==> src/csf_pkg.sv <==
// ----------------------------------------------------------------------------
// csf_pkg
// Shared constants, types and transition tables of the connector status
// machine.
// ----------------------------------------------------------------------------
package csf_pkg;

    localparam int MAX_CONNECTORS = 15;
    localparam int NUM_ENTRIES    = MAX_CONNECTORS + 1;
    localparam int IDX_W          = $clog2(NUM_ENTRIES);

    localparam int MODE_W    = 2;
    localparam int CONN_W    = 8;
    localparam int EV_W      = 5;
    localparam int ERR_W     = 4;
    localparam int STAMP_W   = 32;
    localparam int STATE_W   = 4;
    localparam int COUNT_W   = 4;
    localparam int MAP_W     = 64;
    localparam int CFG_IDX_W = 2;

    // register indexes
    localparam logic [CFG_IDX_W-1:0] REG_COUNT = 2'd0;
    localparam logic [CFG_IDX_W-1:0] REG_MAP   = 2'd1;

    // item modes
    localparam logic [MODE_W-1:0] MODE_EVENT = 2'd0;
    localparam logic [MODE_W-1:0] MODE_FAULT = 2'd1;
    localparam logic [MODE_W-1:0] MODE_ERROR = 2'd2;
    localparam logic [MODE_W-1:0] MODE_QUERY = 2'd3;

    // connector states; status codes share 0..7
    localparam logic [STATE_W-1:0] S_AVAIL     = 4'd0;
    localparam logic [STATE_W-1:0] S_PREP      = 4'd1;
    localparam logic [STATE_W-1:0] S_CHRG      = 4'd2;
    localparam logic [STATE_W-1:0] S_SUSP_EVSE = 4'd3;
    localparam logic [STATE_W-1:0] S_SUSP_EV   = 4'd4;
    localparam logic [STATE_W-1:0] S_FINISH    = 4'd5;
    localparam logic [STATE_W-1:0] S_RESV      = 4'd6;
    localparam logic [STATE_W-1:0] S_UNAVAIL   = 4'd7;
    localparam logic [STATE_W-1:0] S_FAULTED   = 4'd8;
    localparam logic [STATE_W-1:0] S_INOP      = 4'd9;
    localparam logic [STATE_W-1:0] S_NONE      = 4'd15;

    localparam logic [STATE_W-1:0] STAT_NONE    = 4'd0;
    localparam logic [STATE_W-1:0] STAT_UNAVAIL = 4'd7;
    localparam logic [STATE_W-1:0] STAT_FAULTED = 4'd8;

    // events
    localparam logic [EV_W-1:0] EV_USAGE         = 5'd0;
    localparam logic [EV_W-1:0] EV_START         = 5'd1;
    localparam logic [EV_W-1:0] EV_PAUSE_EV      = 5'd2;
    localparam logic [EV_W-1:0] EV_PAUSE_EVSE    = 5'd3;
    localparam logic [EV_W-1:0] EV_RESERVE       = 5'd4;
    localparam logic [EV_W-1:0] EV_UNAVAIL       = 5'd5;
    localparam logic [EV_W-1:0] EV_INOP          = 5'd6;
    localparam logic [EV_W-1:0] EV_INOP_QUIET    = 5'd7;
    localparam logic [EV_W-1:0] EV_AVAIL         = 5'd8;
    localparam logic [EV_W-1:0] EV_STOP_USER     = 5'd9;
    localparam logic [EV_W-1:0] EV_RET_AVAIL     = 5'd10;
    localparam logic [EV_W-1:0] EV_RET_PREP      = 5'd11;
    localparam logic [EV_W-1:0] EV_RET_CHRG      = 5'd12;
    localparam logic [EV_W-1:0] EV_RET_SUSP_EV   = 5'd13;
    localparam logic [EV_W-1:0] EV_RET_SUSP_EVSE = 5'd14;
    localparam logic [EV_W-1:0] EV_RET_FINISH    = 5'd15;
    localparam logic [EV_W-1:0] EV_RET_RESV      = 5'd16;
    localparam logic [EV_W-1:0] EV_RET_UNAVAIL   = 5'd17;
    localparam logic [EV_W-1:0] EV_RET_INOP      = 5'd18;
    localparam logic [EV_W-1:0] EV_OPERATIVE     = 5'd19;
    localparam logic [EV_W-1:0] EV_OPER_QUIET    = 5'd20;

    typedef struct packed {
        logic [MODE_W-1:0]  mode;
        logic [CONN_W-1:0]  connector;
        logic [EV_W-1:0]    event_code;
        logic [ERR_W-1:0]   err_code;
        logic [STAMP_W-1:0] time_stamp;
    } t_item;

    typedef struct packed {
        logic               faulted;
        logic [ERR_W-1:0]   error;
        logic [STATE_W-1:0] state;
    } t_entry;

    typedef struct packed {
        logic               accepted;
        logic               notify;
        logic [STATE_W-1:0] notify_status;
        logic [ERR_W-1:0]   notify_error;
        logic [CONN_W-1:0]  connector_echo;
        logic [STAMP_W-1:0] stamp_echo;
        logic [STATE_W-1:0] current_status;
        logic               config_fault;
    } t_result;

    function automatic logic [STATE_W-1:0] status_of(input logic [STATE_W-1:0] s);
        logic [STATE_W-1:0] r;
        if (s <= S_UNAVAIL) begin
            r = s;
        end else if (s == S_INOP) begin
            r = STAT_UNAVAIL;
        end else begin
            r = STAT_FAULTED;
        end
        return r;
    endfunction

    // Full table for connectors 1 and up
    function automatic logic [STATE_W-1:0] main_next(input logic [STATE_W-1:0] s,
                                                     input logic [EV_W-1:0]    ev);
        logic [STATE_W-1:0] n;
        logic               op;
        logic               flt;
        n   = S_NONE;
        op  = (s <= S_UNAVAIL);
        flt = (s == S_FAULTED);
        unique case (ev)
            EV_USAGE: begin
                if (s == S_AVAIL || s == S_FINISH || s == S_RESV || s == S_UNAVAIL)
                    n = S_PREP;
            end
            EV_START: begin
                if (s == S_AVAIL || s == S_PREP || s == S_SUSP_EVSE || s == S_SUSP_EV
                    || s == S_UNAVAIL)
                    n = S_CHRG;
            end
            EV_PAUSE_EV: begin
                if (s == S_AVAIL || s == S_PREP || s == S_CHRG || s == S_SUSP_EVSE
                    || s == S_UNAVAIL)
                    n = S_SUSP_EV;
            end
            EV_PAUSE_EVSE: begin
                if (s == S_AVAIL || s == S_PREP || s == S_CHRG || s == S_SUSP_EV
                    || s == S_UNAVAIL)
                    n = S_SUSP_EVSE;
            end
            EV_RESERVE: begin
                if (s == S_AVAIL) n = S_RESV;
            end
            EV_UNAVAIL: begin
                if (s == S_AVAIL || s == S_CHRG || s == S_SUSP_EVSE || s == S_SUSP_EV
                    || s == S_FINISH || s == S_RESV)
                    n = S_UNAVAIL;
            end
            EV_INOP, EV_INOP_QUIET: begin
                if (op) n = S_INOP;
            end
            EV_AVAIL: begin
                if (op && s != S_AVAIL) n = S_AVAIL;
            end
            EV_STOP_USER: begin
                if (s == S_PREP || s == S_CHRG || s == S_SUSP_EVSE || s == S_SUSP_EV)
                    n = S_FINISH;
            end
            EV_RET_AVAIL:     if (flt) n = S_AVAIL;
            EV_RET_PREP:      if (flt) n = S_PREP;
            EV_RET_CHRG:      if (flt) n = S_CHRG;
            EV_RET_SUSP_EV:   if (flt) n = S_SUSP_EV;
            EV_RET_SUSP_EVSE: if (flt) n = S_SUSP_EVSE;
            EV_RET_FINISH:    if (flt) n = S_FINISH;
            EV_RET_RESV:      if (flt) n = S_RESV;
            EV_RET_UNAVAIL:   if (flt) n = S_UNAVAIL;
            EV_RET_INOP:      if (flt) n = S_INOP;
            EV_OPERATIVE, EV_OPER_QUIET: begin
                if (s == S_INOP) n = S_AVAIL;
            end
            default: n = S_NONE;
        endcase
        return n;
    endfunction

    // Reduced table for the station as a whole
    function automatic logic [STATE_W-1:0] zero_next(input logic [STATE_W-1:0] s,
                                                     input logic [EV_W-1:0]    ev);
        logic [STATE_W-1:0] n;
        n = S_NONE;
        unique case (ev)
            EV_UNAVAIL:     if (s == S_AVAIL)   n = S_UNAVAIL;
            EV_AVAIL:       if (s == S_UNAVAIL) n = S_AVAIL;
            EV_RET_AVAIL:   if (s == S_FAULTED) n = S_AVAIL;
            EV_RET_UNAVAIL: if (s == S_FAULTED) n = S_UNAVAIL;
            EV_RET_INOP:    if (s == S_FAULTED) n = S_INOP;
            EV_OPERATIVE, EV_OPER_QUIET: begin
                if (s == S_INOP) n = S_AVAIL;
            end
            default: n = S_NONE;
        endcase
        return n;
    endfunction

endpackage

==> src/csf_if.sv <==
// ----------------------------------------------------------------------------
// csf_if
// Valid/ready channels of the connector status machine: event items in,
// result items out, register writes in.
// ----------------------------------------------------------------------------
interface csf_evt_if;
    logic                         valid;
    logic                         ready;
    logic [csf_pkg::MODE_W-1:0]   mode;
    logic [csf_pkg::CONN_W-1:0]   connector;
    logic [csf_pkg::EV_W-1:0]     event_code;
    logic [csf_pkg::ERR_W-1:0]    err_code;
    logic [csf_pkg::STAMP_W-1:0]  time_stamp;

    modport source (output valid, mode, connector, event_code, err_code, time_stamp,
                    input ready);
    modport sink   (input valid, mode, connector, event_code, err_code, time_stamp,
                    output ready);
endinterface

interface csf_res_if;
    logic                         valid;
    logic                         ready;
    logic                         accepted;
    logic                         notify;
    logic [csf_pkg::STATE_W-1:0]  notify_status;
    logic [csf_pkg::ERR_W-1:0]    notify_error;
    logic [csf_pkg::CONN_W-1:0]   connector_echo;
    logic [csf_pkg::STAMP_W-1:0]  stamp_echo;
    logic [csf_pkg::STATE_W-1:0]  current_status;
    logic                         config_fault;

    modport source (output valid, accepted, notify, notify_status, notify_error,
                           connector_echo, stamp_echo, current_status, config_fault,
                    input ready);
    modport sink   (input valid, accepted, notify, notify_status, notify_error,
                          connector_echo, stamp_echo, current_status, config_fault,
                    output ready);
endinterface

interface csf_cfg_if;
    logic                          valid;
    logic                          ready;
    logic [csf_pkg::CFG_IDX_W-1:0] index;
    logic [csf_pkg::MAP_W-1:0]     data;

    modport source (output valid, index, data, input ready);
    modport sink   (input valid, index, data, output ready);
endinterface

==> src/connector_status_fsm.sv <==
// ----------------------------------------------------------------------------
// connector_status_fsm
// Charging-station connector status machine: one state, error code and
// fault flag per connector, kept in a small state memory.
// ----------------------------------------------------------------------------
// Accepting an item issues the read of the connector's entry from the
// state memory; in the update state the entry is updated, written back and
// the result register is loaded. One item is in work at a time, so a new
// item is not taken until the last one has been updated; the result
// register holds a finished item while the next is accepted, and the update
// waits only if that register is still full. After reset, and after a write
// to either register, the memory is loaded from the initial state map in a
// sweep over all 16 entries (one entry a cycle) with error codes and fault flags
// cleared; no item is taken during the sweep, register writes are always
// taken. Connector 0 follows the reduced station table, connectors
// 1..connector_count the full one; higher numbers are ignored and report
// unavailable. An invalid station entry in the map blocks every item with
// config_fault set.
module connector_status_fsm (
    input  logic          i_clk,
    input  logic          i_rst_n,
    csf_evt_if.sink       i_evt,
    csf_res_if.source     o_res,
    csf_cfg_if.sink       i_cfg
);
    import csf_pkg::*;

    localparam logic ST_IDLE = 1'b0;
    localparam logic ST_EXEC = 1'b1;

    logic               r_state;
    logic               n_state;
    logic [COUNT_W-1:0] r_count;
    logic [MAP_W-1:0]   r_map;
    t_item              r_item;
    t_result            r_out;
    logic               r_out_valid;

    logic               cfg_wr;
    logic               restart;
    logic               map_invalid;
    logic [COUNT_W-1:0] limit;
    logic               evt_acc;
    logic               exec_go;
    logic               st_busy;
    t_entry             rd_entry;
    t_entry             wr_entry;
    logic               nx_wr_en;
    t_result            nx_result;

    // ---- register writes -----------------------------------------------
    assign i_cfg.ready = 1'b1;
    assign cfg_wr      = i_cfg.valid && i_cfg.ready;
    // only the two real registers trigger a reload
    assign restart     = cfg_wr && (i_cfg.index == REG_COUNT || i_cfg.index == REG_MAP);

    always_ff @(posedge i_clk) begin
        if (!i_rst_n) begin
            r_count <= COUNT_W'(1);
            r_map   <= '0;
        end else if (cfg_wr) begin
            if (i_cfg.index == REG_COUNT) r_count <= i_cfg.data[COUNT_W-1:0];
            if (i_cfg.index == REG_MAP)   r_map   <= i_cfg.data;
        end
    end

    // station entry must start in a state it can actually leave
    assign map_invalid = !(r_map[STATE_W-1:0] == S_AVAIL   ||
                           r_map[STATE_W-1:0] == S_UNAVAIL ||
                           r_map[STATE_W-1:0] == S_FAULTED ||
                           r_map[STATE_W-1:0] == S_INOP);
    assign limit = (r_count < COUNT_W'(MAX_CONNECTORS)) ? r_count
                                                        : COUNT_W'(MAX_CONNECTORS);

    // ---- item sequencing -------------------------------------------------
    assign i_evt.ready = (r_state == ST_IDLE) && !st_busy;
    assign evt_acc     = i_evt.valid && i_evt.ready;
    assign exec_go     = (r_state == ST_EXEC) && (!r_out_valid || o_res.ready);

    always_comb begin
        n_state = r_state;
        unique case (r_state)
            ST_IDLE: if (evt_acc) n_state = ST_EXEC;
            ST_EXEC: if (exec_go) n_state = ST_IDLE;
            default: n_state = ST_IDLE;
        endcase
    end

    always_ff @(posedge i_clk) begin
        if (!i_rst_n) begin
            r_state     <= ST_IDLE;
            r_out_valid <= 1'b0;
        end else begin
            r_state <= n_state;
            if (exec_go)          r_out_valid <= 1'b1;
            else if (o_res.ready) r_out_valid <= 1'b0;
        end
    end

    always_ff @(posedge i_clk) begin
        if (evt_acc) begin
            r_item.mode       <= i_evt.mode;
            r_item.connector  <= i_evt.connector;
            r_item.event_code <= i_evt.event_code;
            r_item.err_code   <= i_evt.err_code;
            r_item.time_stamp <= i_evt.time_stamp;
        end
        if (exec_go) r_out <= nx_result;
    end

    // ---- state memory and update -----------------------------------------
    csf_store u_store (
        .i_clk     (i_clk),
        .i_rst_n   (i_rst_n),
        .i_restart (restart),
        .i_map     (r_map),
        .i_rd_en   (evt_acc),
        .i_rd_addr (i_evt.connector[IDX_W-1:0]),
        .i_wr_en   (exec_go && nx_wr_en),
        .i_wr_addr (r_item.connector[IDX_W-1:0]),
        .i_wr_data (wr_entry),
        .o_rd_data (rd_entry),
        .o_busy    (st_busy)
    );

    csf_next u_next (
        .i_item        (r_item),
        .i_entry       (rd_entry),
        .i_limit       (limit),
        .i_map_invalid (map_invalid),
        .o_result      (nx_result),
        .o_wr_en       (nx_wr_en),
        .o_entry       (wr_entry)
    );

    // ---- result port -----------------------------------------------------
    assign o_res.valid          = r_out_valid;
    assign o_res.accepted       = r_out.accepted;
    assign o_res.notify         = r_out.notify;
    assign o_res.notify_status  = r_out.notify_status;
    assign o_res.notify_error   = r_out.notify_error;
    assign o_res.connector_echo = r_out.connector_echo;
    assign o_res.stamp_echo     = r_out.stamp_echo;
    assign o_res.current_status = r_out.current_status;
    assign o_res.config_fault   = r_out.config_fault;

`ifndef SYNTHESIS
    a_no_item_in_sweep: assert property (@(posedge i_clk) disable iff (!i_rst_n)
        st_busy |-> !i_evt.ready)
        else $error("item taken during state load sweep");

    a_accept_to_exec: assert property (@(posedge i_clk) disable iff (!i_rst_n)
        evt_acc |=> (r_state == ST_EXEC))
        else $error("accepted item not moved to update");

    a_notify_needs_accept: assert property (@(posedge i_clk) disable iff (!i_rst_n)
        (o_res.valid && o_res.notify) |-> o_res.accepted)
        else $error("notification without accepted change");

    a_fault_blocks: assert property (@(posedge i_clk) disable iff (!i_rst_n)
        (o_res.valid && o_res.config_fault) |-> (!o_res.accepted && !o_res.notify))
        else $error("item acted on despite invalid map");

    a_exec_fills_out: assert property (@(posedge i_clk) disable iff (!i_rst_n)
        exec_go |=> r_out_valid)
        else $error("update did not load the result register");
`endif

endmodule

==> src/csf_store.sv <==
// ----------------------------------------------------------------------------
// csf_store
// Per-connector state memory with registered read and a load
// sweep that writes every entry from the initial state map.
// ----------------------------------------------------------------------------
module csf_store (
    input  logic                        i_clk,
    input  logic                        i_rst_n,
    input  logic                        i_restart,
    input  logic [csf_pkg::MAP_W-1:0]   i_map,
    input  logic                        i_rd_en,
    input  logic [csf_pkg::IDX_W-1:0]   i_rd_addr,
    input  logic                        i_wr_en,
    input  logic [csf_pkg::IDX_W-1:0]   i_wr_addr,
    input  csf_pkg::t_entry             i_wr_data,
    output csf_pkg::t_entry             o_rd_data,
    output logic                        o_busy
);
    import csf_pkg::*;

    t_entry             mem [NUM_ENTRIES];
    t_entry             r_rd_data;
    t_entry             sweep_data;
    logic               r_busy;
    logic [IDX_W-1:0]   r_cnt;

    always_comb begin
        sweep_data         = '0;
        sweep_data.state   = i_map[r_cnt * STATE_W +: STATE_W];
    end

    // sweep control
    always_ff @(posedge i_clk) begin
        if (!i_rst_n || i_restart) begin
            r_busy <= 1'b1;
            r_cnt  <= '0;
        end else if (r_busy) begin
            r_cnt <= r_cnt + 1'b1;
            if (r_cnt == IDX_W'(NUM_ENTRIES - 1)) r_busy <= 1'b0;
        end
    end

    always_ff @(posedge i_clk) begin
        if (r_busy) begin
            mem[r_cnt] <= sweep_data;
        end else if (i_wr_en) begin
            mem[i_wr_addr] <= i_wr_data;
        end
        if (i_rd_en) r_rd_data <= mem[i_rd_addr];
    end

    assign o_rd_data = r_rd_data;
    assign o_busy    = r_busy;

endmodule

==> src/csf_next.sv <==
// ----------------------------------------------------------------------------
// csf_next
// Update logic: from one item and its connector's stored entry, forms the
// new entry and the result item.
// ----------------------------------------------------------------------------
module csf_next (
    input  csf_pkg::t_item                  i_item,
    input  csf_pkg::t_entry                 i_entry,
    input  logic [csf_pkg::COUNT_W-1:0]     i_limit,
    input  logic                            i_map_invalid,
    output csf_pkg::t_result                o_result,
    output logic                            o_wr_en,
    output csf_pkg::t_entry                 o_entry
);
    import csf_pkg::*;

    logic [STATE_W-1:0] nxt;
    logic               valid_conn;
    logic               taken;
    logic               quiet;
    t_entry             upd;

    assign valid_conn = (i_item.connector <= CONN_W'(i_limit));
    assign nxt = (i_item.connector == '0) ? zero_next(i_entry.state, i_item.event_code)
                                          : main_next(i_entry.state, i_item.event_code);
    assign quiet = (i_item.event_code == EV_INOP_QUIET) ||
                   (i_item.event_code == EV_OPER_QUIET);

    always_comb begin
        upd      = i_entry;
        taken    = 1'b0;
        o_result = '0;
        o_result.connector_echo = i_item.connector;
        o_result.stamp_echo     = i_item.time_stamp;
        o_result.current_status = STAT_UNAVAIL;
        o_result.config_fault   = i_map_invalid;

        if (!i_map_invalid && valid_conn) begin
            unique case (i_item.mode)
                MODE_EVENT: begin
                    if (nxt != S_NONE) begin
                        taken     = 1'b1;
                        upd.state = nxt;
                        if (!i_entry.faulted && !quiet) begin
                            o_result.notify        = 1'b1;
                            o_result.notify_status = status_of(nxt);
                            o_result.notify_error  = i_entry.error;
                        end
                    end
                end
                MODE_FAULT, MODE_ERROR: begin
                    if (i_item.err_code != i_entry.error) begin
                        taken     = 1'b1;
                        upd.error = i_item.err_code;
                        if (i_item.mode == MODE_FAULT)
                            upd.faulted = (i_item.err_code != '0);
                        o_result.notify        = 1'b1;
                        o_result.notify_status = upd.faulted ? STAT_FAULTED
                                                             : status_of(upd.state);
                        o_result.notify_error  = i_item.err_code;
                    end
                end
                MODE_QUERY: taken = 1'b0;
                default:    taken = 1'b0;
            endcase
            o_result.accepted       = taken;
            o_result.current_status = upd.faulted ? STAT_FAULTED : status_of(upd.state);
        end
    end

    assign o_wr_en = taken;
    assign o_entry = upd;

endmodule
==> src/flat_wrapper.sv <==
// flat-port wrapper written by rule: the top's interface ports become plain ports
module connector_status_fsm_flat import csf_pkg::*;
  (i_clk, i_rst_n, i_evt_valid, i_evt_mode, i_evt_connector, i_evt_event_code, i_evt_err_code, i_evt_time_stamp, i_evt_ready, o_res_valid, o_res_accepted, o_res_notify, o_res_notify_status, o_res_notify_error, o_res_connector_echo, o_res_stamp_echo, o_res_current_status, o_res_config_fault, o_res_ready, i_cfg_valid, i_cfg_index, i_cfg_data, i_cfg_ready);
  csf_evt_if i_evt_i ();
  csf_res_if o_res_i ();
  csf_cfg_if i_cfg_i ();
  input  logic i_clk;
  input  logic i_rst_n;
  input wire logic [$bits(i_evt_i.valid)-1:0] i_evt_valid;
  input wire logic [$bits(i_evt_i.mode)-1:0] i_evt_mode;
  input wire logic [$bits(i_evt_i.connector)-1:0] i_evt_connector;
  input wire logic [$bits(i_evt_i.event_code)-1:0] i_evt_event_code;
  input wire logic [$bits(i_evt_i.err_code)-1:0] i_evt_err_code;
  input wire logic [$bits(i_evt_i.time_stamp)-1:0] i_evt_time_stamp;
  output wire logic [$bits(i_evt_i.ready)-1:0] i_evt_ready;
  output wire logic [$bits(o_res_i.valid)-1:0] o_res_valid;
  output wire logic [$bits(o_res_i.accepted)-1:0] o_res_accepted;
  output wire logic [$bits(o_res_i.notify)-1:0] o_res_notify;
  output wire logic [$bits(o_res_i.notify_status)-1:0] o_res_notify_status;
  output wire logic [$bits(o_res_i.notify_error)-1:0] o_res_notify_error;
  output wire logic [$bits(o_res_i.connector_echo)-1:0] o_res_connector_echo;
  output wire logic [$bits(o_res_i.stamp_echo)-1:0] o_res_stamp_echo;
  output wire logic [$bits(o_res_i.current_status)-1:0] o_res_current_status;
  output wire logic [$bits(o_res_i.config_fault)-1:0] o_res_config_fault;
  input wire logic [$bits(o_res_i.ready)-1:0] o_res_ready;
  input wire logic [$bits(i_cfg_i.valid)-1:0] i_cfg_valid;
  input wire logic [$bits(i_cfg_i.index)-1:0] i_cfg_index;
  input wire logic [$bits(i_cfg_i.data)-1:0] i_cfg_data;
  output wire logic [$bits(i_cfg_i.ready)-1:0] i_cfg_ready;
  assign i_evt_i.valid = i_evt_valid;
  assign i_evt_i.mode = i_evt_mode;
  assign i_evt_i.connector = i_evt_connector;
  assign i_evt_i.event_code = i_evt_event_code;
  assign i_evt_i.err_code = i_evt_err_code;
  assign i_evt_i.time_stamp = i_evt_time_stamp;
  assign i_evt_ready = i_evt_i.ready;
  assign o_res_valid = o_res_i.valid;
  assign o_res_accepted = o_res_i.accepted;
  assign o_res_notify = o_res_i.notify;
  assign o_res_notify_status = o_res_i.notify_status;
  assign o_res_notify_error = o_res_i.notify_error;
  assign o_res_connector_echo = o_res_i.connector_echo;
  assign o_res_stamp_echo = o_res_i.stamp_echo;
  assign o_res_current_status = o_res_i.current_status;
  assign o_res_config_fault = o_res_i.config_fault;
  assign o_res_i.ready = o_res_ready;
  assign i_cfg_i.valid = i_cfg_valid;
  assign i_cfg_i.index = i_cfg_index;
  assign i_cfg_i.data = i_cfg_data;
  assign i_cfg_ready = i_cfg_i.ready;
  connector_status_fsm u_core (.i_clk(i_clk), .i_rst_n(i_rst_n), .i_evt(i_evt_i), .o_res(o_res_i), .i_cfg(i_cfg_i));
endmodule
==> config.mk <==
export PLATFORM = sky130hd
export DESIGN_NAME = connector_status_fsm_flat
export DESIGN_NICKNAME = d
export VERILOG_FILES = /design/src/csf_pkg.sv /design/src/csf_if.sv /design/src/connector_status_fsm.sv /design/src/csf_store.sv /design/src/csf_next.sv /design/src/flat_wrapper.sv
export SDC_FILE = /design/constraint.sdc
export NUM_CORES = 1
export LEC_CHECK = 0
export BUFFER_PORTS_ARGS = -buffer_cell sky130_fd_sc_hd__buf_2
export CAP_MARGIN = 20
export CORE_UTILIZATION = 50
export CTS_BUF_LIST = sky130_fd_sc_hd__clkbuf_2
export DETAILED_ROUTE_END_ITERATION = 7
export GPL_ROUTABILITY_DRIVEN = 0
export GPL_TIMING_DRIVEN = 1
export PLACE_DENSITY = 0.72
export SLEW_MARGIN = 20
export SYNTH_ARGS = -nofsm -noshare
export SYNTH_HDL_FRONTEND = slang
export SYNTH_SLANG_ARGS = --single-unit
==> constraint.sdc <==
create_clock -name i_clk -period 11.4 [get_ports i_clk]
set_input_delay 2.28 -clock i_clk [delete_from_list [all_inputs] [get_ports i_clk]]
set_output_delay 2.28 -clock i_clk [all_outputs]
set_load 0.02 [all_outputs]
# After elaboration in Yosys (flattened, before gate mapping)
# Memory sizes are Yosys's and may differ from the RTL's. A register that Yosys moved wholly into a read port is not among the register bits.
# Cells that the tools add are included.
dict set report word_totals {
  regBits 181
  latchBits 0
  mem_bits_rw 144
  rom_bits 0
  inputBits 122
  output_inout_bits 58
  elab_cells 192
  n_memories 1
}
dict set report op_classes {
  n_addsub 1
  multipliers 0
  div 0
  order_cmp 5
  eq_ne 41
  n_shift 1
  muxes 67
  bitwise_logic 1
  reduce_logical 56
}
# name depth word_bits rd rd_clocked_by_memory_dff wr line_no
set memory_table {}
lappend memory_table {u_core.u_store.mem 16 9 1 1 1 csf_store.sv:21} ;# t_entry mem [NUM_ENTRIES];
# op count
set op_table {}
lappend op_table {{2-to-1 mux 4 bit} 33}
lappend op_table {{case mux 4 bit (19 select lines)} 1}
lappend op_table {{variable part select 64 x 7 -> 4 bit} 1}
lappend op_table {{2-to-1 mux 9 bit} 5}
lappend op_table {{== test 5 x 4 -> 1 bit, second input constant} 8}
lappend op_table {{== test 4 bit, second input constant} 7}
lappend op_table {{logical OR 1 bit} 27}
lappend op_table {{== test 5 bit, second input constant} 5}
lappend op_table {{case mux 4 bit (6 select lines)} 1}
lappend op_table {{== test 4 x 3 -> 1 bit, second input constant} 5}
lappend op_table {{== test 5 x 3 -> 1 bit, second input constant} 4}
lappend op_table {{2-to-1 mux 1 bit} 19}
lappend op_table {{case mux 9 bit (2 select lines)} 1}
lappend op_table {{2-to-1 mux 5 bit} 3}
lappend op_table {{less-or-equal comparator 4 x 3 -> 1 bit, second input constant} 3}
lappend op_table {{== test 5 x 2 -> 1 bit, second input constant} 2}
lappend op_table {{OR reduction 9 bit} 1}
lappend op_table {{== test 4 x 2 -> 1 bit, second input constant} 2}
lappend op_table {{less-or-equal comparator 8 x 4 -> 1 bit} 1}
lappend op_table {{logical AND 1 bit} 8}
lappend op_table {{logical NOT 4 bit} 2}
lappend op_table {{logical NOT 8 bit} 1}
lappend op_table {{nonzero test 4 bit} 2}
lappend op_table {{logical NOT 1 bit} 6}
lappend op_table {{other kinds (17)} 24}

# Longest topological paths before layout
# Gate-level depths: netlist (run 1).
dict set report logic_depth {
  word_depth 19
  depth_mapped 11
}

# Cells and area by module
# A second synthesis (run 1) with hierarchy kept.
dict set report unflattened {
  cells_unflattened 1032
  hier_area_um2 14737.9
}
# module instances cells_per_inst area_per_inst_um2 seq_area_each_um2
set modules_own_cells {}
lappend modules_own_cells {csf_store 1 342 6802.8 4694.5}
lappend modules_own_cells {connector_status_fsm 1 422 6043.3 4584.4}
lappend modules_own_cells {csf_next 1 268 1891.8 0.0}

# Worst setup path after synthesis (run 1)
# No wires, ideal clock.
dict set report synth_path {
  path_kind {input -> register}
  from {in o_res_ready}
  to {mem u_core.u_store.mem[0][1] (netlist name) (data pin)}
  arrival_ns 6.478
  path_slack_ns 4.592
  stages 5
  n_path_buf 0
  cell_sequence {nor2b_1 nor2b_1 nand2b_1 a2111o_1 o21ai_0}
}
dict set report synth_via {
  elab_chain_cells 8
}
# element line_no
set synth_lines {}
lappend synth_lines {{start, declared} flat_wrapper.sv:25} ;# input wire logic [$bits(o_res_i.ready)-1:0] o_res_ready;
lappend synth_lines {{logical OR 1 bit} connector_status_fsm.sv:78} ;# assign exec_go = (r_state == ST_EXEC) && (!r_out_valid || o_res.ready);
lappend synth_lines {{logical AND 1 bit} connector_status_fsm.sv:78}
lappend synth_lines {{named net u_core.exec_go} connector_status_fsm.sv:44} ;# logic exec_go;
lappend synth_lines {{logical AND 1 bit} connector_status_fsm.sv:119} ;# .i_wr_en (exec_go && nx_wr_en),
lappend synth_lines {{2-to-1 mux 1 bit} csf_store.sv:46} ;# end else if (i_wr_en) begin
lappend synth_lines {{2-to-1 mux 1 bit} csf_store.sv:44} ;# if (r_busy) begin
lappend synth_lines {{2-to-1 mux 1 bit (implied by the code)} csf_store.sv:47} ;# mem[i_wr_addr] <= i_wr_data;
lappend synth_lines {{OR reduction 9 bit (no line)} n/a}
lappend synth_lines {{2-to-1 mux 9 bit (no line)} n/a}
lappend synth_lines {{end, declared} csf_store.sv:21}
# The timed path passes the listed nets, and every way through them passes these cells.

# Worst setup path after layout (run 1)
dict set report layout_path {
  from {reg, netlist name u_core.u_store.o_rd_data[3]}
  to {mem u_core.u_store.mem[4][5] (netlist name) (enable)}
}
dict set report layout_via {
  elab_chain_cells 19
  word_cells_on_any_way 68
  classes_between {1 x order compare; 10 x eq/ne; 32 x mux; 25 x reduce/logical}
}
# element line_no
set layout_lines {}
lappend layout_lines {{== test 4 x 2 -> 1 bit or logical NOT 4 bit (tied branches)} n/a}
lappend layout_lines {{logical OR 1 bit (3 in series)} csf_pkg.sv:142} ;# if (s == S_AVAIL || s == S_CHRG || s == S_SUSP_EVSE || s == S_SUSP_EV
lappend layout_lines {{logical OR 1 bit (2 in series)} csf_pkg.sv:143} ;# || s == S_FINISH || s == S_RESV)
lappend layout_lines {{2-to-1 mux 4 bit} csf_pkg.sv:142}
lappend layout_lines {{case mux 4 bit (19 select lines)} csf_pkg.sv:118} ;# unique case (ev)
lappend layout_lines {{2-to-1 mux 4 bit (*)} csf_next.sv:24} ;# assign nxt = (i_item.connector == '0) ? zero_next(i_entry.state, i_item.event_code)
lappend layout_lines {{inequality test 4 bit (*)} csf_next.sv:41} ;# if (nxt != S_NONE) begin
lappend layout_lines {{2-to-1 mux 1 bit (*)} csf_next.sv:41}
lappend layout_lines {{case mux 1 bit (3 select lines) (*)} csf_next.sv:39} ;# unique case (i_item.mode)
lappend layout_lines {{2-to-1 mux 1 bit (*)} csf_next.sv:38} ;# if (!i_map_invalid && valid_conn) begin
lappend layout_lines {{logical AND 1 bit (*)} connector_status_fsm.sv:119}
lappend layout_lines {{2-to-1 mux 1 bit (*)} csf_store.sv:46}
lappend layout_lines {{2-to-1 mux 1 bit (*)} csf_store.sv:44}
lappend layout_lines {{2-to-1 mux 1 bit (implied by the code) (*)} csf_store.sv:47}
lappend layout_lines {{OR reduction 9 bit (no line)} n/a}
lappend layout_lines {{2-to-1 mux 4 bit (no line) or 2-to-1 mux 1 bit (tied branches)} n/a}
# Mark *: on every way between the ends. The rest lies on a longest branch, timed or not.

==> metrics.txt, run 1 <==
sum of negative setup slack=0 ps; I/O pin count=between 150 and 200; die width=approximately 170 um; Most common cell on crit path=a2111oi_2; Layout Skew=109 ps; total grt overflow=0; Fmax=about 0.23 GHz; Post-DP Area=roughly 15000 um2; fraction of layout cells with a size suffix above 1=0.333; drt initial violations=approximately 890; clock sinks=334; Worst path max stage delay=around 790 ps; Final Hold Vio Count=0; largest net degree at the start of global routing=roughly 70; TritonCTS clock tree=built; final worst-path cycle share=0.376; max-cap violations=0; Via density=approximately 5.5; CP endpoint kind=flip-flop; 1st-pass router iterations=6; count of pins over their slew limit=0; syn_nets=between 1000 and 1500; routed vias=a little under 9000; final layout net count=approximately 1300; initial antenna violation count=1; clock-pin transition on the worst setup and hold timing paths=~100 ps; Crit Path Class=flip-flop to flip-flop; share of power burned in combinational logic=0.045; Synth Area per Inst=14.5 um2; number of global-route vias before repair=roughly 9000; sw frac=0.239; Syn-to-layout area delta=14.4%; Die ar.=roughly 29000 um2; pwr dens=approximately 140 nW/um2; Post-synth EDFFs=around 260; Routed WL=29.5 mm; synthesized instance count=between 900 and 1000; Worst path slowest cell=o21ai_1; I/O Buffers=between 150 and 200; Internal Power=0.00170 W; root buf cell=clkbuf_2; core box area=~27000 um2; final setup fails=0; status=finished clean; Worst-Skew Late Latency=890 ps; mapped cell area=about 14000 um2; Post-Synth Adder-Cell Area=0.00719; Net Switching=between 0.0005 and 0.0006 W; Clk pwr share=0.358; post-route ant nets=0; worst-path cell chain=or4b_1 > o2bb2ai_2 > a2111oi_2 > nor4_4 > a211oi_2 > a2111oi_2 > nand2_2 > o21ai_1; Die Ht=roughly 170 um; Final min period=approximately 4300 ps; Starting Density=0.513; post-synthesis simple-gate area fraction=0.0914; Critical Path RT=roughly 12000 ps; hold crit path type=flip-flop to flip-flop; wire length per cell=~18 um; Tot GR Track Use=0.215; FF-to-FF setup slack=a little over 7000 ps; number of buffers created by CTS=84; Util after Layout=0.586; Seq/Total Area, Yosys=0.666; #FFs+latches synth=between 300 and 400; Detail Placement HPWL=approximately 20 mm; Synth Warn #=0; placed cell count=~1500; crit start category=flip-flop; FILL cells=2261; most frequent cells in the layout=259 x edfxtp_1, 178 x buf_2, 161 x nand2_1; Hold-fix buffers, CTS=0; fin cells=about 1600; first-pass GRT wire length=47.5 mm; post-synthesis compound-gate area fraction=0.0902; CTS H-tree depth=3; Worst-Margin Slew=just over 1000 ps; register share of total power=0.597; RSZ-0062 raised after global routing=no; CTS resizes=0; critical path fanouts, max=18; largest family of logic cells by synthesized area=multiplexers; Finished Cell Area=around 16000 um2; row cnt=60; leakage power=roughly 5.6 nW; Post-CTS Repair Setup Buffers=0; Peak VDD IR=between 0.00007 and 0.00008 V; crit path DAT=about 4700 ps; Remaining DRCs=0; fraction of synthesized cell area in xor and xnor cells=0.00817; Cell variety after synth=70; multiplexer share of the synthesized area=0.115; commonest non-fill, non-tap cell in the layout=edfxtp_1; ys flop type=edfxtp_1; clock buffer depth=3; asr flop ratio synth=0; Fin Hold WS=between 400 and 500 ps; Slew HR=0.329
## worst max-delay path, delay by kind of cell (launching register included)
family | cells | cell delay (ps)
AOI/OAI and AO/OA | 5 | 1840
DFF | 1 | 730
and+or+nand+nor | 3 | 1340
## power groups by stage
stage,sequential [W],clock (W),combinational (W)
after global placement,0.00136,0,0.0000996
after detailed placement,0.00136,0,0.000102
after CTS,0.00133,0.000827,0.000102
after floorplan,0.00135,0,0.0000655
after global routing,0.00133,0.000882,0.000111
final,0.00133,0.000798,0.000101
## layout make-up
cell class | count | area [um2] | area share
antenna | 1 | 2.50 | 0.000157
clock buffer | 130 | 651 | 0.0408
clock inverter | 21 | 131 | 0.00825
inverter | 19 | 71.3 | 0.00448
multi-input combinational | 551 | 4370 | 0.274
sequential | 334 | 9280 | 0.583
tap | 372 | 465 | 0.0292
timing repair buffer | 187 | 958 | 0.0602
## path summary, 6_finish.rpt
check,from,cells past startpoint,end
setup reg to reg,u_core.u_store.o_rd_data[3],8,u_core.u_store.mem[4][5]
hold / removal,u_core.r_item[5],0,u_core.o_res.stamp_echo[5]
hold reg to reg,u_core.r_item[5],0,u_core.o_res.stamp_echo[5]
setup / recovery,u_core.u_store.o_rd_data[3],8,u_core.u_store.mem[4][5]
## registers in the layout, summed over array words and instances, names as in the netlist, 4 cells and up
name and cells:
u_core.o_res.connector_echo 8, u_core.r_count 4, u_core.r_item 51, u_core.u_store.r_cnt 4, u_core.u_store.mem 144, u_core.r_map 64, u_core.u_store.o_rd_data 9, u_core.o_res.stamp_echo 32
u_core.o_res.notify_error 4, u_core.o_res.notify_status 4, u_core.o_res.current_status 4
## through the flow
| stage | setup slack (ps) | total power [W] |
|---|---|---|
| after floorplan | 4590 | 0.00142 |
| after global placement | 6940 | 0.00146 |
| after detailed placement | 6810 | 0.00146 |
| after CTS | 7140 | 0.00226 |
| after global routing | 6870 | 0.00233 |
| final | 7110 | 0.00223 |
## kinds of logic after synthesis
kind of cell / count (synthesis)
flops: 334
simple gates: 278
compound gates: 173
mux: 78
buf+inv: 76
xor+xnor: 13
fa+ha+maj: 8
other cells: 1
## per-layer routing
layer	GRT usage	part of all wire	up-vias
met3	0.0465	0.078	64
met4	0.0842	0.022	0
met2	0.340	0.47	386
met5	0	0	-
li1	-	-	4120
met1	0.290	0.43	4303
## synth_stat cells, types with 3 or more instances
cell,n,area share
clkbuf_1,38,0.010
o22ai_1,4,0.0018
dfxtp_1,75,0.11
or3_1,6,0.0027
a22o_1,4,0.0025
buf_1,8,0.0022
a31oi_1,4,0.0018
xor2_1,11,0.0069
o21a_1,5,0.0027
mux2i_1,11,0.0079
nor3_1,8,0.0029
and2_1,3,0.0013
nor4_1,4,0.0018
nand2b_1,10,0.0045
ha_1,8,0.0072
o21ai_1,15,0.0054
nand4_1,4,0.0018
nor2b_1,13,0.0058
mux4_2,65,0.11
a21oi_1,14,0.0050
a221oi_1,4,0.0025
edfxtp_1,259,0.56
nand3b_1,4,0.0022
inv_1,19,0.0051
a21o_1,9,0.0048
nand3_1,11,0.0040
a21boi_0,65,0.035
a211oi_1,3,0.0016
nand2_1,161,0.043
buf_2,9,0.0032
nor2_1,38,0.010
o21ai_0,17,0.0061
o41ai_1,3,0.0019
Note: power is estimated with default switching activity, not from simulation.
==> run 2, diff against run 1 <==
--- a/config.mk
+++ b/config.mk
@@ -12,7 +12,7 @@
 export DETAILED_ROUTE_END_ITERATION = 7
 export GPL_ROUTABILITY_DRIVEN = 0
 export GPL_TIMING_DRIVEN = 1
-export PLACE_DENSITY = 0.72
+export PLACE_DENSITY = 0.74
 export SLEW_MARGIN = 20
 export SYNTH_ARGS = -nofsm -noshare
 export SYNTH_HDL_FRONTEND = slang
==> constraint.sdc (replaced) <==
create_clock -name i_clk -period 3.7 [get_ports i_clk]
set_input_delay 0.74 -clock i_clk [delete_from_list [all_inputs] [get_ports i_clk]]
set_output_delay 0.74 -clock i_clk [all_outputs]
set_load 0.02 [all_outputs]
==> run 2 against run 1 <==
Via count grew 4.4%; total power grew to 3.1 times the previous value; wire length grew 11%; non-clock buffer count grew 84; maximum frequency grew 25%; sequential cell count is the same; sequential power grew to 3.1 times the previous value; register-to-register slack lost 6800 ps; clock skew shrank 24 ps; setup slack lost 6800 ps; sequential share of layout area shrank 2.8 points; hold slack lost 320 ps; critical path type unchanged; largest power group unchanged.
==> metrics.txt, run 2 (synthesis results as in run 1) <==
status=finished clean; Crit Path Class=flip-flop to flip-flop; worst-path cell chain=or4b_1 > o211ai_2 > o22ai_2 > nor3_2 > a211oi_2 > a2111oi_4 > nand2_2 > o21ai_1 > buf_4; Net Switching=between 0.0015 and 0.002 W; Worst-Margin Slew=between 800 and 900 ps; CP Depth=9; Worst path max stage delay=approximately 730 ps; overall power=0.00702 W; register share of total power=0.584; Final Hold Vio Count=0; Die ar.=approximately 29000 um2; Final min period=between 3000 and 4000 ps; drt initial violations=about 860; Routed WL=32.7 mm; Internal Power=around 0.0054 W; RSZ-0062 raised after global routing=no; Post-CTS Repair Setup Buffers=0; commonest non-fill, non-tap cell in the layout=edfxtp_1; FILL cells=~2100; Finished Cell Area=between 15000 and 20000 um2; routed vias=9261; Post-DP Area=between 15000 and 20000 um2; Layout Skew=about 85 ps; post-route ant nets=0; fraction of layout cells with a size suffix above 1=0.337; r2r endpoint=u_core.u_store.mem[10][0]; FF-to-FF Start=u_core.u_store.o_rd_data[1]; count of pins over their slew limit=0; r2r worst-path depth=9; Fmax=slightly below 0.3 GHz; leakage power=slightly below 6 nW; final setup fails=0; root buf cell=clkbuf_2; clock sinks=about 330; final layout net count=about 1400; Via density=around 5.5; core box area=roughly 27000 um2; clock buffer depth=3; Starting Density=0.513; Most flops, register=u_core.u_store.mem; max-cap violations=0; top flop regs=u_core.u_store.mem x144, u_core.r_map x64, u_core.r_item x51; Syn-to-layout area delta=20.2%; I/O pin count=180; Tot GR Track Use=0.237; CP endpoint kind=flip-flop; max FFs per register=roughly 140; sum of negative setup slack=0 ps; TritonCTS clock tree=built; FF/Latch Area=~9300 um2; clock-pin transition on the worst setup and hold timing paths=roughly 90 ps; Util after Layout=0.616; Fin Hold WS=between 90 and 100 ps; Detail Placement HPWL=22.1 mm; largest net degree at the start of global routing=65; row cnt=60; area of the multi-input gates=roughly 4400 um2; crit path DAT=around 4000 ps; Clk pwr share=0.362; die width=169 um; crit start category=flip-flop; total grt overflow=0; most frequent cells in the layout=259 x edfxtp_1, 178 x buf_2, 161 x nand2_1; critical path fanouts, max=9; sw frac=0.237; crit path capture=u_core.u_store.mem[10][0]; FF-to-FF setup slack=280 ps; wire length per cell=between 15 and 20 um; I/O Buffers=around 180; Critical Path RT=4230 ps; final worst-path cycle share=0.925; first-pass GRT wire length=about 50 mm; Peak VDD IR=0.000335 V; Largest delay share family, worst path=simple AND/OR/NAND/NOR gates; initial antenna violation count=1; Remaining DRCs=0; CTS H-tree depth=3; 1st-pass router iterations=5; sum of buffers and inverters on the critical path=1; number of global-route vias before repair=approximately 9300; number of buffers created by CTS=just over 80; crit path from=u_core.u_store.o_rd_data[1]; share of power burned in combinational logic=0.054; Slew HR=0.430; Worst-Skew Late Latency=approximately 890 ps; Worst path slowest cell=or4b_1; Die Ht=169 um; WHS Path Cells=1; pwr dens=between 400 and 500 nW/um2; hold crit path type=input pin to flip-flop
## run 2: final cells by class
class                      count  share of cell area
antenna                        2            0.000299
clock buffer                 120              0.0359
clock inverter                27              0.0124
inverter                      19             0.00426
multi-input combinational    551               0.261
sequential                   334               0.554
tap                          372              0.0278
timing repair buffer         271               0.104
## run 2: power by group through the flow
stage | registers (W) | logic, W | clock network, W
after global routing | 0.00410 | 0.000408 | 0.00279
after floorplan | 0.00416 | 0.000202 | 0
final | 0.00410 | 0.000377 | 0.00254
after detailed placement | 0.00418 | 0.000341 | 0
after global placement | 0.00418 | 0.000333 | 0
after CTS | 0.00410 | 0.000378 | 0.00262
## run 2: worst reg2reg max path: cells and delay by family, from the launching register on
| kind | cells | cell delay, ps |
|---|---|---|
| AO/OA/AOI/OAI | 5 | 1200 |
| flip-flops | 1 | 440 |
| AND/OR/NAND/NOR | 3 | 1300 |
| buffers and inverters | 1 | 200 |
## run 2: worst min-delay path by stage
stage | slack, ps | start | to
floorplan | 400 | u_core.r_item[0] | u_core.o_res.stamp_echo[0]
global placement | 400 | u_core.r_item[18] | u_core.o_res.stamp_echo[18]
detailed placement | 400 | u_core.r_item[18] | u_core.o_res.stamp_echo[18]
CTS | 3 | i_cfg_data[14] | u_core.r_map[14]
global route | 30 | i_evt_err_code[3] | u_core.r_item[35]
finish | 100 | i_evt_err_code[3] | u_core.r_item[35]
## run 2: metrics by stage
step                      cells  setup slack (ps)
after floorplan             961               243
after global placement     1504               308
after detailed placement   1504               178
after CTS                  1694               167
after global routing       1696              75.6
final                      1696               276
## run 2: what timing repair did
action	in CTS	in global routing
setup endpoints to repair	0	99
endpoints found under the hold margin	43	0
hold buffers	43	0
gates resized for setup	0	1
## run 2: layer usage
layer	vias to the layer above	share of wire	GRT usage	routed length (um)
met2	470	0.48	0.384	15700
met3	77	0.079	0.0545	2590
met1	4430	0.40	0.302	13200
met5	-	0	0	0
met4	0	0.035	0.113	1140
li1	4284	-	-	-
==> run 3, diff against run 2 <==
--- a/config.mk
+++ b/config.mk
@@ -13,6 +13,7 @@
 export GPL_ROUTABILITY_DRIVEN = 0
 export GPL_TIMING_DRIVEN = 1
 export PLACE_DENSITY = 0.74
+export RECOVER_POWER = 50
 export SLEW_MARGIN = 20
 export SYNTH_ARGS = -nofsm -noshare
 export SYNTH_HDL_FRONTEND = slang
==> run 3 against run 2 <==
The run now ends with capacitance limit, slew limit left; maximum frequency is 0.39% lower; cell area fell by 0.67%; non-clock buffer count did not move; die area stayed put; hold slack worse by 5.3 ps; wire length is 0.37% higher; clock power is essentially flat; via count down 0.44%; sequential cell count did not move; core utilization is 0.41 points lower; largest cell class unchanged.
==> metrics.txt, run 3 (synthesis results as in run 1) <==
clock buffer depth=3; Critical Path RT=roughly 4200 ps; Final Hold Vio Count=0; first-pass GRT wire length=~51 mm; worst-path cell chain=or4b_1 > o211ai_2 > o22ai_2 > nor3_2 > a211oi_2 > a2111oi_4 > nand2_2 > o21ai_1 > buf_4; max-cap violations=3; final setup fails=0; pwr dens=roughly 420 nW/um2; drt initial violations=between 800 and 900; max FFs per register=144; total grt overflow=0; Via density=5.44; top flop regs=u_core.u_store.mem x144, u_core.r_map x64, u_core.r_item x51; fin cells=between 1500 and 2000; status=complete, but fails checks; Final min period=3440 ps; number of buffers created by CTS=81; Worst path max stage delay=~730 ps; Die ar.=28500 um2; overall power=0.00701 W; die width=about 170 um; Util after Layout=0.612; I/O pin count=180; Starting Density=0.513; violated checks=capacitance limit, slew limit; I/O Buffers=178; Layout Skew=~90 ps; clock sinks=approximately 330; initial antenna violation count=1; Largest delay share family, worst path=simple AND/OR/NAND/NOR gates; CP endpoint kind=flip-flop; row cnt=60; largest net degree at the start of global routing=65; Tot GR Track Use=0.237; Slew HR=-0.375; Die Ht=169 um; Worst-Skew Late Latency=about 900 ps; sum of negative setup slack=0 ps; Peak VDD IR=between 0.0003 and 0.0004 V; TritonCTS clock tree=built; Post-DP Area=approximately 15000 um2; Syn-to-layout area delta=19.4%; Remaining DRCs=0; Worst path slowest cell=or4b_1; critical path fanouts, max=9; sum of buffers and inverters on the critical path=1; post-route ant nets=0; count of pins over their slew limit=91; RSZ-0062 raised after global routing=no; final layout net count=approximately 1400; hold crit path type=input pin to flip-flop; fraction of layout cells with a size suffix above 1=0.294; Detail Placement HPWL=22.1 mm; final worst-path cycle share=0.929; most frequent cells in the layout=259 x edfxtp_1, 161 x nand2_1, 132 x buf_2; 1st-pass router iterations=6; Crit Path Class=flip-flop to flip-flop; leakage power=5.78 nW; Routed WL=32.8 mm; crit path DAT=about 4000 ps; clock-pin transition on the worst setup and hold timing paths=~100 ps; root buf cell=clkbuf_2; crit start category=flip-flop; Finished Cell Area=roughly 17000 um2; Most flops, register=u_core.u_store.mem; FILL cells=2149; commonest non-fill, non-tap cell in the layout=edfxtp_1; placed cell count=~1500; number of global-route vias before repair=around 9300; core box area=between 20000 and 30000 um2; Fmax=between 0.2 and 0.3 GHz; Worst-Margin Slew=2060 ps; CTS H-tree depth=3; wire length per cell=roughly 19 um; routed vias=9220
## run 3: worst reg2reg max path, delay by kind of cell (launching register included)
family | cells | cell delay [ps]
and+or+nand+nor | 3 | 1290
AOI/OAI and AO/OA | 5 | 1230
buffers and inverters | 1 | 200
DFF | 1 | 440
## run 3: what timing repair did
item,in CTS,in global routing
endpoints found under the setup margin,0,99
gates resized for setup,0,1
setup buffers,0,0
endpoints found under the hold margin,43,0
hold buffers,43,0
## run 3: stage by stage
step / worst slack [ps] / hold WS (ps)
floorplan: 243 / 400
global placement: 308 / 401
detailed placement: 178 / 405
CTS: 167 / 2.83
global route: 75.0 / 29.3
finish: 263 / 90.4
## run 3: final cells by class
| class | instances | area, um2 | area share |
|---|---|---|---|
| tap | 372 | 465 | 0.0280 |
| multi-input combinational | 551 | 4370 | 0.263 |
| inverter | 19 | 71.3 | 0.00429 |
| clock buffer | 120 | 601 | 0.0361 |
| antenna | 2 | 5.00 | 0.000301 |
| timing repair buffer | 271 | 1630 | 0.0981 |
| sequential | 334 | 9280 | 0.558 |
| clock inverter | 27 | 208 | 0.0125 |
## run 3: final timing paths
path / from / endpoint / slack [ps] / depth (start not counted)
worst max-delay path: u_core.u_store.o_rd_data[1] / u_core.u_store.mem[10][0] / 260 / 9
worst min-delay path: i_evt_err_code[3] / u_core.r_item[35] / 90 / 1
worst max register to register: u_core.u_store.o_rd_data[1] / u_core.u_store.mem[10][0] / 260 / 9
worst min register to register: u_core.r_item[5] / u_core.o_res.stamp_echo[5] / 400 / 0
## run 3: per-layer routing
| metal | global-route usage | wire length [um] | vias up |
|---|---|---|---|
| met1 | 0.302 | 13300 | 4414 |
| met3 | 0.0545 | 2500 | 77 |
| met2 | 0.384 | 15800 | 448 |
| met4 | 0.113 | 1210 | 0 |
| met5 | 0 | 0 | - |
| li1 | - | - | 4281 |
## run 3: report_power, final
group | internal (W) | total, W | switching (W) | leakage [nW]
logic | 0.000197 | 0.000375 | 0.000178 | 2.33
registers | 0.00407 | 0.00410 | 0.0000310 | 2.86
clock network | 0.00109 | 0.00254 | 0.00145 | 0.595
